--- config.mk ---
export PLATFORM = sky130hd
export DESIGN_NAME = scancode_to_ascii_fifo_top
export DESIGN_NICKNAME = d
export VERILOG_FILES = /design/src/design/stf_pkg.sv /design/src/design/scancode_to_ascii_fifo_top.sv
export SDC_FILE = /design/constraint.sdc
export NUM_CORES = 1
export LEC_CHECK = 0
export BUFFER_PORTS_ARGS = -buffer_cell sky130_fd_sc_hd__buf_2
export CORE_ASPECT_RATIO = 1.25
export CORE_MARGIN = 4
export CORE_UTILIZATION = 31
export CTS_CLUSTER_SIZE = 12
export DETAILED_ROUTE_END_ITERATION = 12
export HOLD_SLACK_MARGIN = 0.15
export MAX_ROUTING_LAYER = met4
export PLACE_DENSITY = 0.5
export SKIP_LAST_GASP = 1
export SYNTH_ARGS = -nofsm -noshare
export SYNTH_HDL_FRONTEND = slang
export SYNTH_SLANG_ARGS = --single-unit
--- constraint.sdc ---
create_clock -name aclk -period 5 [get_ports aclk]
set_clock_uncertainty 0.05 [all_clocks]
set_input_delay 0.25 -clock aclk [delete_from_list [all_inputs] [get_ports aclk]]
set_output_delay 0.25 -clock aclk [all_outputs]
set_load 0.01 [all_outputs]
--- src/design/stf_pkg.sv ---
// Shared types and constants for the scancode-to-ASCII keyboard buffer.
// Holds the beat payload structs, command codes and the set-1 scancode ROM.
// Depends on nothing.
package stf_pkg;

    localparam int SCAN_W  = 8;
    localparam int CHAR_W  = 7;
    localparam int LEVEL_W = 4;

    // Command codes carried in the input beat.
    localparam logic CMD_PUSH = 1'b0;
    localparam logic CMD_POP  = 1'b1;

    // Bit of the scancode that marks a key release.
    localparam int BREAK_BIT = 7;

    // Control characters that appear in the ROM.
    localparam logic [CHAR_W-1:0] CHR_NONE  = 7'h00;
    localparam logic [CHAR_W-1:0] CHR_BS    = 7'h08;
    localparam logic [CHAR_W-1:0] CHR_TAB   = 7'h09;
    localparam logic [CHAR_W-1:0] CHR_CR    = 7'h0d;
    localparam logic [CHAR_W-1:0] CHR_ESC   = 7'h1b;
    localparam logic [CHAR_W-1:0] CHR_QUOTE = 7'h27;

    typedef struct packed {
        logic              cmd;
        logic [SCAN_W-1:0] scan_code;
    } in_beat_t;

    typedef struct packed {
        logic [CHAR_W-1:0]  character;
        logic [LEVEL_W-1:0] level;
    } out_beat_t;

    // Set-1 make code to ASCII; zero means the key has no character.
    function automatic logic [CHAR_W-1:0] key_rom(input logic [SCAN_W-2:0] code);
        logic [CHAR_W-1:0] c;
        case (code)
            7'h01: c = CHR_ESC;
            7'h02: c = 7'h31;
            7'h03: c = 7'h32;
            7'h04: c = 7'h33;
            7'h05: c = 7'h34;
            7'h06: c = 7'h35;
            7'h07: c = 7'h36;
            7'h08: c = 7'h37;
            7'h09: c = 7'h38;
            7'h0a: c = 7'h39;
            7'h0b: c = 7'h30;
            7'h0c: c = 7'h2d;
            7'h0d: c = 7'h2b;
            7'h0e: c = CHR_BS;
            7'h0f: c = CHR_TAB;
            7'h10: c = 7'h71;
            7'h11: c = 7'h77;
            7'h12: c = 7'h65;
            7'h13: c = 7'h72;
            7'h14: c = 7'h74;
            7'h15: c = 7'h79;
            7'h16: c = 7'h75;
            7'h17: c = 7'h69;
            7'h18: c = 7'h6f;
            7'h19: c = 7'h70;
            7'h1a: c = 7'h5b;
            7'h1b: c = 7'h5d;
            7'h1c: c = CHR_CR;
            7'h1e: c = 7'h61;
            7'h1f: c = 7'h73;
            7'h20: c = 7'h64;
            7'h21: c = 7'h66;
            7'h22: c = 7'h67;
            7'h23: c = 7'h68;
            7'h24: c = 7'h6a;
            7'h25: c = 7'h6b;
            7'h26: c = 7'h6c;
            7'h27: c = 7'h3b;
            7'h28: c = 7'h3a;
            7'h29: c = 7'h60;
            7'h2b: c = CHR_QUOTE;
            7'h2c: c = 7'h7a;
            7'h2d: c = 7'h78;
            7'h2e: c = 7'h63;
            7'h2f: c = 7'h76;
            7'h30: c = 7'h62;
            7'h31: c = 7'h6e;
            7'h32: c = 7'h6d;
            7'h33: c = 7'h2c;
            7'h34: c = 7'h2e;
            7'h35: c = 7'h2f;
            7'h36: c = 7'h3f;
            7'h37: c = 7'h2a;
            7'h39: c = 7'h20;
            7'h47: c = 7'h37;
            7'h48: c = 7'h38;
            7'h49: c = 7'h39;
            7'h4a: c = 7'h2d;
            7'h4b: c = 7'h34;
            7'h4c: c = 7'h35;
            7'h4d: c = 7'h36;
            7'h4e: c = 7'h2b;
            7'h4f: c = 7'h31;
            7'h50: c = 7'h32;
            7'h51: c = 7'h33;
            7'h52: c = 7'h30;
            7'h53: c = 7'h2e;
            7'h56: c = 7'h5a;
            default: c = CHR_NONE;
        endcase
        return c;
    endfunction

endpackage

--- src/design/scancode_to_ascii_fifo_top.sv ---
// Top level of the keyboard buffer: scancode ROM lookup feeding a ring FIFO.
// Depends on stf_pkg for the beat structs, command codes and the ROM.
//
// Usage:
// The input channel (s_valid, s_ready, s_payload) takes one command beat per
// cycle while s_ready is high. A push beat carries a set-1 scancode; release
// codes and keys without a character are ignored, and any other key appends its
// ASCII character. When the buffer would fill to BUFFER_DEPTH characters the
// oldest one is dropped, so at most BUFFER_DEPTH-1 characters are held. A push
// never produces an output beat.
// A pop beat produces one output beat (m_valid, m_ready, m_payload) carrying
// the oldest character (zero if the buffer was empty) and the count left.
// The output beat is registered and becomes valid in the cycle after the pop is accepted.
// Throughput: one beat per cycle while output beats are taken, set by the single
// registered read port of the character store and the one-deep output register.
// When the receiver stalls, the pending output beat holds and s_ready drops
// until it is taken; taking it frees the slot in the same cycle.
// Reset clears the pointers, the fill count and the output valid; the store
// contents are left as they are and need no clearing pass.
module scancode_to_ascii_fifo_top #(
    parameter int BUFFER_DEPTH = 16
) (
    input  logic                aclk,
    input  logic                aresetn,
    input  logic                s_valid,
    output logic                s_ready,
    input  stf_pkg::in_beat_t   s_payload,
    output logic                m_valid,
    input  logic                m_ready,
    output stf_pkg::out_beat_t  m_payload
);

    localparam int PTR_W = (BUFFER_DEPTH > 1) ? $clog2(BUFFER_DEPTH) : 1;
    localparam logic [PTR_W-1:0] LAST_PTR  = PTR_W'(BUFFER_DEPTH - 1);
    localparam logic [PTR_W-1:0] FULL_CNT  = PTR_W'(BUFFER_DEPTH - 1);

    logic [stf_pkg::CHAR_W-1:0] store_mem [BUFFER_DEPTH];

    logic [PTR_W-1:0] rd_ptr_reg, rd_ptr_next;
    logic [PTR_W-1:0] wr_ptr_reg, wr_ptr_next;
    logic [PTR_W-1:0] count_reg,  count_next;
    logic             m_valid_reg, m_valid_next;
    logic             empty_reg;
    logic [stf_pkg::LEVEL_W-1:0] level_reg;
    logic [stf_pkg::CHAR_W-1:0]  rd_data_reg;

    logic                       accept;
    logic                       is_pop;
    logic [stf_pkg::CHAR_W-1:0] lookup_char;
    logic                       do_write;
    logic                       do_pop;

    function automatic logic [PTR_W-1:0] ptr_inc(input logic [PTR_W-1:0] p);
        return (p == LAST_PTR) ? '0 : p + PTR_W'(1);
    endfunction

    // Input handshake: accept whenever the output slot is free or draining.
    assign s_ready = !m_valid_reg || m_ready;
    assign accept  = s_valid && s_ready;
    assign is_pop  = (s_payload.cmd == stf_pkg::CMD_POP);

    // Scancode lookup; release codes and unmapped keys write nothing.
    assign lookup_char = stf_pkg::key_rom(s_payload.scan_code[stf_pkg::SCAN_W-2:0]);
    assign do_write    = accept && !is_pop
                         && !s_payload.scan_code[stf_pkg::BREAK_BIT]
                         && (lookup_char != stf_pkg::CHR_NONE);
    assign do_pop      = accept && is_pop && (count_reg != '0);

    // Pointer and fill count update for one accepted beat.
    always_comb begin
        rd_ptr_next = rd_ptr_reg;
        wr_ptr_next = wr_ptr_reg;
        count_next  = count_reg;
        if (do_write) begin
            wr_ptr_next = ptr_inc(wr_ptr_reg);
            if (count_reg == FULL_CNT) begin
                // Buffer would fill completely: the oldest character is dropped.
                rd_ptr_next = ptr_inc(rd_ptr_reg);
            end else begin
                count_next = count_reg + PTR_W'(1);
            end
        end else if (do_pop) begin
            rd_ptr_next = ptr_inc(rd_ptr_reg);
            count_next  = count_reg - PTR_W'(1);
        end
    end

    // Output valid: set by a pop, cleared once the beat is taken.
    always_comb begin
        m_valid_next = m_valid_reg && !m_ready;
        if (accept && is_pop) begin
            m_valid_next = 1'b1;
        end
    end

    // Control registers.
    always_ff @(posedge aclk) begin
        if (!aresetn) begin
            rd_ptr_reg  <= '0;
            wr_ptr_reg  <= '0;
            count_reg   <= '0;
            m_valid_reg <= 1'b0;
        end else begin
            rd_ptr_reg  <= rd_ptr_next;
            wr_ptr_reg  <= wr_ptr_next;
            count_reg   <= count_next;
            m_valid_reg <= m_valid_next;
        end
    end

    // Character store: one write port, one registered read port.
    always_ff @(posedge aclk) begin
        if (do_write) begin
            store_mem[wr_ptr_reg] <= lookup_char;
        end
        if (accept && is_pop) begin
            rd_data_reg <= store_mem[rd_ptr_reg];
        end
    end

    // Result payload registers, loaded on every accepted pop.
    always_ff @(posedge aclk) begin
        if (accept && is_pop) begin
            empty_reg <= (count_reg == '0);
            level_reg <= stf_pkg::LEVEL_W'(count_next);
        end
    end

    assign m_valid             = m_valid_reg;
    assign m_payload.character = empty_reg ? stf_pkg::CHR_NONE : rd_data_reg;
    assign m_payload.level     = level_reg;

endmodule
# Word-level counts from Yosys, hierarchy flattened
# Memory sizes are Yosys's and may differ from the RTL's. A register that Yosys moved wholly into a read port is not among the register bits.
# Cells that the tools add are included.
# classes
n_addsub,4
n_eq_ne,4
mux,12
reduce_logical,17
# ops
op,count
2-to-1 mux 4 bit,8
adder 4 x 1 -> 4 bit (second input constant),3
equality test 4 bit (second input constant),3
logical AND 1 bit,7
2-to-1 mux 7 bit,1
nonzero test 7 bit,1
logical NOT 1 bit,4
logical NOT 4 bit,1
nonzero test 4 bit,1
subtractor 4 x 1 -> 4 bit (second input constant),1
2-to-1 mux 1 bit,3
!= test 2 x 1 -> 1 bit (second input constant),1
AND reduction 2 bit,1
nonzero test 2 bit,1
logical OR 1 bit,1
# totals
regBits,18
mem_bits_rw,112
rom_bits,896
input_bits,13
out_inout_bits,13
elab_cells,45
memories,2
# mem_list
memory,depth,word_bits,rd,rd_clocked_by_memory_dff,wr,line_no,text
(no name shown),128,7,1,0,0,stf_pkg.sv:38,case (code)
store_mem,16,7,1,1,1,scancode_to_ascii_fifo_top.sv:37,logic [stf_pkg::CHAR_W-1:0] store_mem [BUFFER_DEPTH];

# Logic depth before layout (Yosys ltp)
# logic_depth
depth_word,8
depth_mapped,12
depth_no_buf,10

# Least setup slack after synthesis
# OpenSTA, ideal clock, no wires.
# synth_path
path_kind,input to register
from,input s_payload[1] in the netlist's numbering
to,memory store_mem[3][0] in the netlist's numbering (enable)
setup_time_ps,380
arrival_ps,3218
required_time_ps,4570
slack_ps,1352
cell_stages,11
n_path_buf,1
path_cell_list,inv_1 ha_1 nor2_1 a221o_1 o22ai_1 o32ai_1 nor4_4 a21oi_4 buf_6 nand2_2 nor3_1
# synth_between
elab_chain_cells,5
# synth_lines
item,line_no,text
start: declaration,scancode_to_ascii_fifo_top.sv:27,"input stf_pkg::in_beat_t s_payload,"
memory read (128 x 7 bit),-,
named net lookup_char (one bit),scancode_to_ascii_fifo_top.sv:49,logic [stf_pkg::CHAR_W-1:0] lookup_char;
nonzero test 7 bit,scancode_to_ascii_fifo_top.sv:66,&& (lookup_char != stf_pkg::CHR_NONE);
logical AND 1 bit,scancode_to_ascii_fifo_top.sv:66,
2-to-1 mux 1 bit,scancode_to_ascii_fifo_top.sv:113,if (do_write) begin
2-to-1 mux 1 bit (not written as such),scancode_to_ascii_fifo_top.sv:114,store_mem[wr_ptr_reg] <= lookup_char;
end: declaration,scancode_to_ascii_fifo_top.sv:37,
# The timed path passes the listed nets, and every way through them passes these cells.

# Worst setup path after layout
# layout_path
from,input s_payload[1] in the netlist's numbering
to,memory store_mem[13][3] in the netlist's numbering (enable)
# The elaborated chain is that of the path after synthesis.

==> reports/results.ini <==
[detailed_routing]
drt_iter0_drc = 270
routed_wirelength_mm = 16.3
drc = 0
wl_per_cell_um = 20.2
drt_first_pass_iters = 5
vias = 4211
drtAntennaViolNets = 0
vias_per_cell = 5.22

[floorplanning]
die_h_um = 172
num_rows = 59
ioPinCount = 26
initial_core_util_pct = 31.7
die_w_um = 139
die-area_mm2 = 0.0239
core-area_mm2 = 0.0210

[worst_setup_path]
r2r_cells = 4
ff2ff_setup_slack_ps = 2350
start_kind = input pin
required_ps = 5080
r2r_start = rd_ptr_reg[0]
arrival_ps = 3470
criticalPathCategory = in2reg
crit_fanout = 17
r2r_end = rd_data_reg[5]
end_kind = flop

[cells_and_area]
finish.utilization_pct = 36.6
antenna_cells = 0
finalNonFillerCells = 807
area_growth_pct = 15.5
final_cell_mix = 124 x edfxtp_1, 36 x nand2_1, 31 x mux2i_1
largest_reg_flops = 112
layout_commonest_cell = edfxtp_1
layout-drive-gt1-share_pct = 17.8
finalNetCount = 552
fill_cells = 2043

[cts]
clock_sinks = 137
cts_repair_resize_count = 0
cts_made_buffers = 17
cts.htree.levels = 4
clockRootBuffer = clkbuf_16
clk_pin_slew_worst_paths_ps = 60
cts_tree = yes
insertion_delay_ps = 410
cts.path.max_buffers = 2

[logic_synthesis]
yosysUniqueCellTypes = 63
yosys_warnings = 0
synth-main-ff-cell = edfxtp_1
ys_ff_latch = 137
syn_area_per_cell_um2 = 13.5
synth-edff-count = 124
synth-seq-area-share_pct = 59.9
syn_area_mm2 = 0.00665
synth_fp_nets = 524
async_reset_ff_share_pct = 0
postSynthCellCount = 492

[power_and_ir_drop]
leakage_nw = 2.62
ir_drop_mv = 0.185
p_sw_mw = 0.638
pwr-share-comb_pct = 8.8
internal-power_mw = 2.20
power_frac_seq_pct = 45.8
p_sw_share_pct = 22.5
power_density_mw_per_mm2 = 370
clkPwrFrac_pct = 45.4

[global_routing]
grt_overflow_total = 0
grt.total_usage_pct = 14.3
antenna_found_initial = 0
grt_pass1_vias = 4302
grt_max_degree = 41
grt_pass1_wl_mm = 25.0

[timing]
fin_crit_sh_pct = 67.9
fin_setup_tns_ps = 0
rsz0062_at_grt = false
hold_viol = 0
tightest_slew_ps = 1000
finalSetupViolCount = 0
maxSlewHeadroom_pct = 33.0
timing.final.ws_setup_ps = 1610
maxSlewViolCount = 0
period_minus_slack_ps = 3390
hold_slack_ps = 170
max_freq_mhz = 295

[worst_hold_path]
hold_end = m_valid
hold_start = s_payload[8]
worstHoldPathType = in2reg
hold_depth = 3

[placement]
post-dp-hpwl_mm = 11.0
io_buffers = 25
place_ws_ps = 1180
dp_cells = 772
gp_congestion = 0.871

[run_status]
status = complete, no violations

[job]
max_cap_violations = 0

## cell usage after synthesis, types with 2 or more instances
cell type / n / share of area, %
a21oi_1: 25 / 1.9
and2_1: 2 / 0.19
dfxtp_1: 13 / 3.9
o21ai_0: 24 / 1.8
a211oi_1: 4 / 0.45
a211o_1: 3 / 0.40
buf_4: 5 / 0.56
nor2_1: 18 / 1.0
a221oi_1: 9 / 1.2
clkbuf_1: 10 / 0.56
nor3b_1: 2 / 0.23
nand2_1: 36 / 2.0
mux2i_1: 31 / 4.7
nor4_1: 2 / 0.19
and3_1: 16 / 1.5
buf_1: 4 / 0.23
buf_2: 2 / 0.15
nand3b_1: 3 / 0.34
nor3_1: 5 / 0.38
a221o_1: 2 / 0.30
or2_2: 3 / 0.28
nand2b_1: 12 / 1.1
a22oi_1: 10 / 1.1
nor2b_1: 15 / 1.4
o22ai_1: 2 / 0.19
mux4_2: 16 / 5.4
nand3_1: 6 / 0.45
buf_6: 4 / 0.68
o311a_1: 2 / 0.30
mux2_2: 8 / 1.4
inv_1: 18 / 1.0
ha_1: 19 / 3.6
a32oi_1: 2 / 0.26
a311oi_1: 3 / 0.40
edfxtp_1: 124 / 56
a31oi_1: 5 / 0.47
## power by group through the flow
stage               Sequential [mW]  Clock (mW)  Combinational [mW]
detailed placement             1.32           0               0.248
finish                         1.30        1.29               0.250
floorplan                      1.31           0               0.171
global route                   1.30        1.37               0.272
global placement               1.32           0               0.249
CTS                            1.30        1.31               0.252
## kinds of logic (layout without fill, tap and decap cells)
kind of cell,after synthesis,in the layout,share of synthesized area [%]
mux,56,56,11.7
flops,137,137,59.9
simple gates,126,126,10.1
buf+inv,44,85,3.27
compound gates,108,108,11.2
xor+xnor,2,2,0.263
fa+ha+maj,19,19,3.57
## final cells by class
class | count | area [um2] | share of cell area (%)
clock buffer | 18 | 429 | 5.59
tap | 274 | 343 | 4.46
timing repair buffer | 35 | 208 | 2.70
clock inverter | 14 | 179 | 2.33
sequential | 137 | 3990 | 51.9
multi-input combinational | 311 | 2470 | 32.2
inverter | 18 | 67.6 | 0.880
## critical path, cell delays in order
cell and delay (ps):
buf_2 210, ha_1 390, nand2_1 150, nor3b_1 190, a2111oi_0 740, o32ai_4 360
nor4_4 470, a21oi_4 190, buf_4 230, and3_1 290
## metal layers
metal  GRT usage, %  wire length (um)  share of wire [%]  vias up
li1               -                 -                  -     1958
met4           6.21               450                2.8        0
met1           16.2              6710                 41     2119
met3           2.98               616                3.8       16
met2           24.7              8530                 52      118
met5              -                 0                  0        -
## metrics by stage
step                cell area (um2)  power, mW
floorplan                      6650       1.48
global placement               7040       1.57
detailed placement             7040       1.57
CTS                            7680       2.86
global route                   7680       2.94
finish                         7680       2.84
## how the worst max path moves through the flow
stage	start	endpoint	slack, ps
after detailed placement	s_payload[1]	store_mem[15][0]	1180
after CTS	s_payload[1]	store_mem[2][4]	1600
after global routing	s_payload[1]	store_mem[2][4]	1340
after floorplan	s_payload[1]	store_mem[3][0]	1350
final	s_payload[1]	store_mem[13][3]	1610
after global placement	s_payload[1]	store_mem[13][4]	1220
## what timing repair did
action | CTS | global route
endpoints found under the hold margin | 4 | 0
endpoints found under the setup margin | 0 | 0
hold buffers | 3 | 0
setup buffers | 0 | 0
(Power assumes the default switching activity.)
